===== src/design/rre_pkg.sv =====
package rre_pkg;

  // Default sizing of the rectangle list and the coordinates.
  localparam int MAX_ENTRIES_DEF = 256;
  localparam int COORD_BITS_DEF  = 16;

  // Fixed field widths of the channels.
  localparam int MODE_W     = 3;
  localparam int READ_IDX_W = 8;
  localparam int COUNT_W    = 9;

  // Operation codes carried in the mode field.
  localparam logic [MODE_W-1:0] MODE_ADD   = 3'd0;
  localparam logic [MODE_W-1:0] MODE_SUB   = 3'd1;
  localparam logic [MODE_W-1:0] MODE_CLIP  = 3'd2;
  localparam logic [MODE_W-1:0] MODE_CLEAR = 3'd3;
  localparam logic [MODE_W-1:0] MODE_READ  = 3'd4;

  // Commands from the controller to the datapath.
  typedef struct packed {
    logic start;
    logic wk_direct;
    logic wk_rebuild;
    logic scan_clr;
    logic rd_scan;
    logic scan_next;
    logic keep_wr;
    logic append;
    logic commit;
    logic flip;
    logic rd_src;
    logic ld_src;
    logic calc_int;
    logic ld_piece;
    logic pc_clr;
    logic pc_next;
    logic src_next;
    logic rd_entry;
    logic ld_entry;
    logic clear_list;
  } rre_cmd_t;

  // Status from the datapath to the controller.
  typedef struct packed {
    logic [MODE_W-1:0] mode;
    logic              op_empty;
    logic              idx_ok;
    logic              scan_done;
    logic              rd_covers;
    logic              cand_covers;
    logic              src_done;
    logic              piece_on;
    logic              piece_last;
  } rre_status_t;

endpackage


===== src/design/rre_ctrl.sv =====
module rre_ctrl (
  input  logic                 clk,
  input  logic                 rst,
  input  logic                 in_valid,
  output logic                 in_ready,
  output logic                 out_valid,
  input  logic                 out_ready,
  input  rre_pkg::rre_status_t status,
  output rre_pkg::rre_cmd_t    cmd
);
  import rre_pkg::*;

  typedef enum logic [15:0] {
    S_IDLE     = 16'h0001,
    S_DISPATCH = 16'h0002,
    S_RD_WAIT  = 16'h0004,
    S_CHK_RD   = 16'h0008,
    S_CHK_EV   = 16'h0010,
    S_CMP_RD   = 16'h0020,
    S_CMP_EV   = 16'h0040,
    S_APPEND   = 16'h0080,
    S_ADD_FIN  = 16'h0100,
    S_SRC_RD   = 16'h0200,
    S_SRC_LD   = 16'h0400,
    S_SRC_INT  = 16'h0800,
    S_PC       = 16'h1000,
    S_PC_NEXT  = 16'h2000,
    S_RB_FIN   = 16'h4000,
    S_RESP     = 16'h8000
  } state_t;

  state_t state, state_next;
  logic   in_rb, in_rb_next;

  assign in_ready  = (state == S_IDLE);
  assign out_valid = (state == S_RESP);

  // State register.
  always_ff @(posedge clk) begin
    if (rst) begin
      state <= S_IDLE;
      in_rb <= 1'b0;
    end else begin
      state <= state_next;
      in_rb <= in_rb_next;
    end
  end

  // Next state and command decode.
  always_comb begin
    state_next = state;
    in_rb_next = in_rb;
    cmd        = '0;
    unique case (state)
      S_IDLE: begin
        if (in_valid) begin
          cmd.start  = 1'b1;
          state_next = S_DISPATCH;
        end
      end
      S_DISPATCH: begin
        unique case (status.mode)
          MODE_ADD: begin
            if (status.op_empty) begin
              state_next = S_RESP;
            end else begin
              cmd.wk_direct = 1'b1;
              cmd.scan_clr  = 1'b1;
              in_rb_next    = 1'b0;
              state_next    = S_CHK_RD;
            end
          end
          MODE_SUB: begin
            if (status.op_empty) begin
              state_next = S_RESP;
            end else begin
              cmd.wk_rebuild = 1'b1;
              in_rb_next     = 1'b1;
              state_next     = S_SRC_RD;
            end
          end
          MODE_CLIP: begin
            cmd.wk_rebuild = 1'b1;
            in_rb_next     = 1'b1;
            state_next     = S_SRC_RD;
          end
          MODE_CLEAR: begin
            cmd.clear_list = 1'b1;
            state_next     = S_RESP;
          end
          MODE_READ: begin
            if (status.idx_ok) begin
              cmd.rd_entry = 1'b1;
              state_next   = S_RD_WAIT;
            end else begin
              state_next = S_RESP;
            end
          end
          default: state_next = S_RESP;
        endcase
      end
      S_RD_WAIT: begin
        cmd.ld_entry = 1'b1;
        state_next   = S_RESP;
      end
      // First pass: is the candidate already covered by one entry?
      S_CHK_RD: begin
        if (status.scan_done) begin
          cmd.scan_clr = 1'b1;
          state_next   = S_CMP_RD;
        end else begin
          cmd.rd_scan = 1'b1;
          state_next  = S_CHK_EV;
        end
      end
      S_CHK_EV: begin
        if (status.rd_covers) begin
          state_next = in_rb ? S_PC_NEXT : S_ADD_FIN;
        end else begin
          cmd.scan_next = 1'b1;
          state_next    = S_CHK_RD;
        end
      end
      // Second pass: compact away entries the candidate covers.
      S_CMP_RD: begin
        if (status.scan_done) begin
          state_next = S_APPEND;
        end else begin
          cmd.rd_scan = 1'b1;
          state_next  = S_CMP_EV;
        end
      end
      S_CMP_EV: begin
        cmd.keep_wr   = !status.cand_covers;
        cmd.scan_next = 1'b1;
        state_next    = S_CMP_RD;
      end
      S_APPEND: begin
        cmd.append = 1'b1;
        state_next = in_rb ? S_PC_NEXT : S_ADD_FIN;
      end
      S_ADD_FIN: begin
        cmd.commit = 1'b1;
        state_next = S_RESP;
      end
      // Rebuild: walk the source list one entry at a time.
      S_SRC_RD: begin
        if (status.src_done) begin
          state_next = S_RB_FIN;
        end else begin
          cmd.rd_src = 1'b1;
          state_next = S_SRC_LD;
        end
      end
      S_SRC_LD: begin
        cmd.ld_src = 1'b1;
        state_next = S_SRC_INT;
      end
      S_SRC_INT: begin
        cmd.calc_int = 1'b1;
        cmd.pc_clr   = 1'b1;
        state_next   = S_PC;
      end
      S_PC: begin
        if (status.piece_on) begin
          cmd.ld_piece = 1'b1;
          cmd.scan_clr = 1'b1;
          state_next   = S_CHK_RD;
        end else begin
          state_next = S_PC_NEXT;
        end
      end
      S_PC_NEXT: begin
        if (status.piece_last) begin
          cmd.src_next = 1'b1;
          state_next   = S_SRC_RD;
        end else begin
          cmd.pc_next = 1'b1;
          state_next  = S_PC;
        end
      end
      S_RB_FIN: begin
        cmd.commit = 1'b1;
        cmd.flip   = 1'b1;
        state_next = S_RESP;
      end
      S_RESP: begin
        if (out_ready) begin
          state_next = S_IDLE;
        end
      end
      default: state_next = S_IDLE;
    endcase
  end

endmodule


===== config.mk =====
export PLATFORM = sky130hd
export DESIGN_NAME = rre_ctrl
export DESIGN_NICKNAME = d
export VERILOG_FILES = /design/src/design/rre_pkg.sv /design/src/design/rre_ctrl.sv
export SDC_FILE = /design/constraint.sdc
export NUM_CORES = 1
export LEC_CHECK = 0
export ABC_AREA = 1
export BUFFER_PORTS_ARGS = -buffer_cell sky130_fd_sc_hd__buf_4
export CORE_UTILIZATION = 50
export DETAILED_ROUTE_END_ITERATION = 8
export PLACE_DENSITY = 0.81
export SLEW_MARGIN = 20
export SYNTH_ARGS = -nofsm -noshare
export SYNTH_HDL_FRONTEND = slang
export SYNTH_SLANG_ARGS = --single-unit

===== constraint.sdc =====
create_clock -name clk -period 1.6 [get_ports clk]
set_input_delay 0.08 -clock clk [delete_from_list [all_inputs] [get_ports clk]]
set_output_delay 0.08 -clock clk [all_outputs]
set_load 0.02 [all_outputs]

# Word level (Yosys, flattened, before mapping)
# Cells that the tools add are included.
# classes
eq_ne	24
muxes	48
n_reduce_logical	8
# ops
operator	n
16-bit case mux with 14 select lines	1
16-bit 2-to-1 mux	5
16-bit case mux with 4 select lines	1
14-bit 2-to-1 mux	3
1-bit 2-to-1 mux	28
16-bit by 1-bit == test with 1-bit output (second input constant)	1
16-bit by 10-bit == test with 1-bit output (second input constant)	1
16-bit by 11-bit == test with 1-bit output (second input constant)	1
16-bit by 12-bit == test with 1-bit output (second input constant)	1
16-bit by 13-bit == test with 1-bit output (second input constant)	1
16-bit by 14-bit == test with 1-bit output (second input constant)	1
16-bit by 15-bit == test with 1-bit output (second input constant)	1
16-bit == test (second input constant)	1
16-bit by 2-bit == test with 1-bit output (second input constant)	1
16-bit by 3-bit == test with 1-bit output (second input constant)	1
16-bit by 4-bit == test with 1-bit output (second input constant)	1
16-bit by 5-bit == test with 1-bit output (second input constant)	1
16-bit by 6-bit == test with 1-bit output (second input constant)	1
16-bit by 7-bit == test with 1-bit output (second input constant)	1
16-bit by 8-bit == test with 1-bit output (second input constant)	1
16-bit by 9-bit == test with 1-bit output (second input constant)	1
15-bit 2-to-1 mux	1
13-bit 2-to-1 mux	1
8-bit 2-to-1 mux	1
other kinds (16)	23
# totals
register_bits	17
inputBits	15
output_inout_bits	22
word_cells	82

# Depth between registers and ports, before layout
# Gate-level depths: netlist of run 1.
# logic_depth
ltp_word	3
depth_mapped	11
ltp_nobuf	11

# Worst setup path before layout of run 1
# OpenSTA, ideal clock, no wires.
# synth_timing
path_type	reg-to-output
startpoint	register state[12]
endpoint	output cmd[14] (netlist bit)
arrival_ps	1407
required_ps	1520
slack_ps	113
stages_incl_launch_ff	7
n_path_buf	1
path_cell_list	dfxtp_1 > nor2_2 > nand2_2 > nor2_4 > buf_6 > nand2_1 > o21ai_0
# synth_lines
item	line_no	text
start, declared	rre_ctrl.sv:32	state_t state, state_next;
start signal, assigned	rre_ctrl.sv:44	state <= state_next;
end, declared	rre_ctrl.sv:9	output rre_pkg::rre_cmd_t cmd

==> results of run 1 <==
[per-stage QoR]
stage / setup WS [ns] / power, mW
detailed placement: 0.0552 / 0.609
finish: -0.201 / 0.926
CTS: -0.0472 / 0.863
global placement: 0.134 / 0.604
global route: -0.244 / 0.955
floorplan: 0.113 / 0.544
[per-layer routing]
| layer | routed length, um | GRT usage (%) | vias to the layer above |
|---|---|---|---|
| li1 | - | - | 731 |
| met1 | 1750 | 36.3 | 765 |
| met2 | 2310 | 56.1 | 139 |
| met3 | 453 | 4.76 | 45 |
| met4 | 289 | 15.3 | 0 |
| met5 | 0 | 0 | - |
[registers in the layout, summed over array words and instances, names as in the netlist]
signal  flops
state      16
in_rb       1
[cells by family (layout without fill, tap and decap cells)]
kind of cell | count (synthesis) | after routing
AOI/OAI and AO/OA | 14 | 14
buffers and inverters | 42 | 103
DFF | 17 | 17
and+or+nand+nor | 123 | 124
[how the worst max path moves through the flow]
stage / start / endpoint / cells after the start
2_1_floorplan: state[12] / cmd[14] / 6
3_5_place_dp: state[10] / state[0] / 10
6_report: state[12] / cmd[14] / 8
5_1_grt: state[12] / cmd[14] / 8
3_3_place_gp: state[10] / state[0] / 10
4_1_cts: state[11] / cmd[14] / 7
[final cells by class]
| cell class | instances | area, um2 |
|---|---|---|
| clock buffer | 4 | 26.3 |
| fill | 105 | 251 |
| inverter | 39 | 151 |
| multi-input combinational | 138 | 898 |
| sequential | 17 | 362 |
| tap | 28 | 35.0 |
| timing repair buffer | 60 | 509 |
[worst max-delay path, delay by kind of cell (launching register included)]
kind,cells,cell delay (ns)
AND/OR/NAND/NOR,4,0.48
buffers and inverters,3,0.41
flip-flops,1,0.37
AO/OA/AOI/OAI,1,0.16
[where the power goes]
| group | switching, mW | internal [mW] |
|---|---|---|
| registers | 0.00849 | 0.423 |
| clock network | 0.156 | 0.0971 |
| logic | 0.146 | 0.0952 |
| total | 0.310 | 0.616 |
[layout by cell type (no fill, tap or decap), drive strengths merged]
cell         synthesis  final
nand2               46     46
nand4                5      5
buf                  2     59
a21oi                3      3
dfxtp               17     17
nand3               15     15
o21a                 2      2
nor2                46     47
nor3                 6      6
clkbuf               1      4
nor3b                3      3
dlygate4sd3          0      1
o22ai                1      1
nor4                 1      1
inv                 39     39
and3                 1      1
o21ai                8      8
[repair_timing]
| item | CTS | global route |
|---|---|---|
| pin swaps | 8 | 23 |
| resized for setup | 24 | 60 |
| gates cloned | 1 | 0 |
| setup endpoints to repair | 16 | 24 |
| hold endpoints to repair | 1 | 0 |
| hold buffers | 1 | 0 |
| setup buffers | 10 | 12 |
==> impl_metrics.yaml, run 1 <==
setup_path:
  required_ns: 1.52
  start_kind: "flip-flop"
  max_stage_delay_ns: 0.37
  r2r-end: "state[0]"
  cp_slowest_cell: "dfxtp_2"
  arrival_ns: 1.72
  path_max_fanout: 5
  reg2reg_slack_ns: -0.07
  worstSetupPathType: "reg -> out"
  cp-end-kind: "output pin"
  worstPathCellList: "nor2_4, nand2_2, nor2_4, buf_6, buf_6, nand2_4, o21ai_1, buf_4"
  r2r_cells: 11
  r2r_start: "state[12]"
timing:
  fin_worst_skew_ns: 0.0171
  max_freq_mhz: 555
  worst-slew-pin-transition_ns: 0.356
  setup_viol: 16
  holdWs_ns: 0.0494
  fin_setup_tns_ns: -1.74
  relSlewSlack_pct: 76.0
  min_period_over_period_pct: 113
  finalMaxSlewViolations: 0
  final_hold_viol_count: 0
  rsz0062_at_grt: "yes"
  setup_slack_ns: -0.201
  min_period_ns: 1.80
logic_synthesis:
  yosys.area.top_type_share_pct: 28.4
  syn_area_um2: 1200
  ys_seq_area_share_pct: 28.4
  syn_nets: 211
  yosysWarnings: 0
  synth.distinct_cells: 29
  synth_compound_area_share_pct: 6.67
  synth-simple-area-share_pct: 50.7
  synthMuxAreaShare_pct: 0
  synth_edf_count: 0
  ys.flop_type: "dfxtp_1"
  synth.avg_cell_area_um2: 6.12
  yosys.area_share.xor_xnor_pct: 0
  synthTopCellsByArea: "dfxtp_1, nand2_1, nor2_1, inv_1, nand3_1"
  yosys.area.top_type: "dfxtp_1"
  synthArstFlopShare_pct: 0
  synth_most_common_cell: "nand2_1"
  synth_common_cells: "nand2_1, nor2_1, inv_1"
  ys_ff_latch: 17
  synth_fa_ha_area_share_pct: 0
  synth_top_family_by_area: "simple AND/OR/NAND/NOR gates"
  postSynthCellCount: 196
clocking:
  cts_max_level: 1
  cts_buffers: 3
  clk_latency_ns: 0.31
  clk_pin_slew_ns: 0.12
  cts_tree: "done"
  clk_path_buf_depth: 2
  clk_root_buffer_cell: "clkbuf_4"
  clkSinkCount: 17
floorplanning:
  rows: 17
  core-area_um2: 2230
  ios: 37
  initial_utilization_pct: 53.7
  dieArea_um2: 2600
  die_y_um: 51.0
  die_w_um: 51.0
power:
  p_per_area_nw_per_um2: 467
  p_leak_nw: 1.00
  worst_ir_drop_vdd_uv: 385
route:
  vias: 1680
  drt_iter0_drc: 102
  dr.pass1.iters: 5
  detail_route.wl_per_cell_um: 16.8
  vias_per_cell: 5.87
  drc_errors: 0
  ant_nets: 0
  wirelength_mm: 4.80
status:
  outcome: "finished with violations"
  violations: "negative setup slack"
place:
  io_buffers: 36
  placed_area_um2: 1510
  hpwl_mm: 2.47
  dp_cells: 261
  finalWeightedCongestion: 0.928
final_layout:
  final_core_util_pct: 88.7
  stdcell_area_um2: 1980
  fin_cells: 286
  synthToLayoutAreaGrowth_pct: 65.2
  layout-drive-gt1-share_pct: 50.0
  nets: 274
  n_antenna_cell: 0
flow_run:
  maxCapViolCount: 0
global_routing:
  grt_use_total_pct: 31.6
  grt_pass1_vias: 1501
  grt_max_degree: 13
  antenna_found_initial: 0
  grt_pass1_wl_mm: 6.29
  gr-total-overflow: 0
hold_path:
  holdPathStages: 2
  min_from: "rst"
  hold_end: "state[4]"
  hold_path.class: "in -> reg"
(Power assumes the default switching activity.)
==> inputs of run 2 (changes only) <==
- BUFFER_PORTS_ARGS: -buffer_cell sky130_fd_sc_hd__buf_4 -> -buffer_cell sky130_fd_sc_hd__buf_2
==> run 2 against run 1 <==
The run still ends with negative setup slack left. Largest power group unchanged. Sequential share of layout area shrank 1.3 points. Global-route usage is 4.8 points lower. Power up 8.8%. Clock power is 6% higher.
==> impl_metrics.yaml, run 2 (synthesized netlist as in run 1, its figures left out) <==
setup_path:
  setup.worst_path.end: "cmd[15]"
  startpoint: "state[8]"
  r2r_cells: 12
  r2r-end: "state[0]"
  arrival_ns: 1.79
  reg2reg_slack_ns: -0.18
  path_max_fanout: 5
  worstSetupPathType: "reg -> out"
  required_ns: 1.52
  cp-end-kind: "output pin"
  r2r_start: "state[8]"
  start_kind: "flip-flop"
floorplanning:
  initial_utilization_pct: 53.7
  rows: 17
  ios: 37
  die_y_um: 51.0
  core-area_um2: 2230
  die_w_um: 51.0
  dieArea_um2: 2600
route:
  detail_route.wl_per_cell_um: 22.0
  vias: 1880
  dr.pass1.iters: 5
  drt_iter0_drc: 149
  vias_per_cell: 6.35
  wirelength_mm: 6.50
  ant_nets: 0
  drc_errors: 0
timing:
  rsz0062_at_grt: "yes"
  final_hold_viol_count: 0
  relSlewSlack_pct: 74.3
  max_freq_mhz: 535
  min_period_over_period_pct: 117
  min_period_ns: 1.87
  worst-slew-pin-transition_ns: 0.382
  fin_worst_skew_ns: 0.00717
  finalMaxSlewViolations: 0
  setup_slack_ns: -0.271
  holdWs_ns: 0.0578
  setup_viol: 26
final_layout:
  final_core_util_pct: 96.0
  final_cell_mix: "buf_4, inv_1, nand2_1"
  largest_reg_flops: 16
  final_common_cell: "buf_4"
  top_regs: "state (16), in_rb (1)"
  n_antenna_cell: 0
  nets: 284
  regMostFlops: "state"
  synthToLayoutAreaGrowth_pct: 78.6
  layout-drive-gt1-share_pct: 54.1
  stdcell_area_um2: 2140
place:
  hpwl_mm: 2.33
  io_buffers: 36
  placed_area_um2: 1430
  post-place-ws_ns: -0.0104
  finalWeightedCongestion: 0.828
power:
  worst_ir_drop_vdd_uv: 483
  p_per_area_nw_per_um2: 470
  p_leak_nw: 1.09
  p_total_mw: 1.01
clocking:
  clk_path_buf_depth: 2
  clk_root_buffer_cell: "clkbuf_4"
  clk_latency_ns: 0.31
  clk_pin_slew_ns: 0.12
  cts_buffers: 3
  clkSinkCount: 17
  cts_tree: "done"
  cts_max_level: 1
global_routing:
  antenna_found_initial: 0
  grt_use_total_pct: 26.8
  grt_max_degree: 13
  gr-total-overflow: 0
  grt_pass1_vias: 1251
  grt_pass1_wl_mm: 5.20
hold_path:
  hold_path.class: "in -> reg"
flow_run:
  maxCapViolCount: 0
status:
  outcome: "finished with violations"
  violations: "negative setup slack"
==> run 2: changes by cell type in the layout (fill, tap and decap cells not counted), sizes merged <==
cell and change:
nor2 -1, buf +11
==> run 2: worst min-delay path by stage <==
stage / start / to / slack [ns] / cells after the start
2_1_floorplan: rst / state[2] / 0.16 / 1
3_3_place_gp: status[2] / state[10] / 0.27 / 2
3_5_place_dp: status[2] / state[10] / 0.27 / 2
4_1_cts: status[6] / state[2] / 0.04 / 3
5_1_grt: status[5] / state[7] / 0.05 / 3
6_report: status[5] / state[7] / 0.06 / 3
==> run 2: critical path, cell delays in order, from the launching register on <==
cell     delay [ns]
dfxtp_4        0.38
nor2_4         0.14
nand2_2        0.10
nor2_4         0.19
buf_12         0.16
buf_4          0.11
nand3_1        0.12
nand2_1        0.15
buf_6          0.13
==> run 2: timing repair <==
item / CTS / global route
pin swaps: 7 / 26
buffers inserted: 14 / 17
hold endpoints to repair: 1 / 0
resized for setup: 38 / 94
endpoints found under the setup margin: 17 / 24
hold buffers: 1 / 0
==> run 2: stage by stage <==
stage / setup TNS [ns] / std cells
floorplan: 0 / 196
global placement: 0 / 262
detailed placement: -0.0104 / 262
CTS: -0.804 / 281
global route: -4.51 / 296
finish: -3.46 / 296
==> run 2: power by group <==
| part | leakage, nW | total (mW) | switching, mW | internal [mW] |
|---|---|---|---|---|
| clock | 0.0150 | 0.269 | 0.171 | 0.0974 |
| sequential | 0.143 | 0.433 | 0.00941 | 0.424 |
| combinational | 0.931 | 0.305 | 0.186 | 0.120 |
| total | 1.09 | 1.01 | 0.366 | 0.641 |
==> run 2: routing by layer <==
layer / global-route usage (%) / part of all wire, % / vias to the layer above
li1: - / - / 754
met1: 32.9 / 34 / 849
met2: 46.3 / 46 / 208
met3: 4.17 / 11 / 69
met4: 10.6 / 8.8 / 0
met5: 0 / 0 / -
==> run 2: cell type report <==
cell class / count / area [um2]
inverter: 39 / 164
tap: 28 / 35.0
multi-input combinational: 137 / 940
timing repair buffer: 71 / 616
fill: 50 / 90.1
clock buffer: 4 / 26.3
sequential: 17 / 363
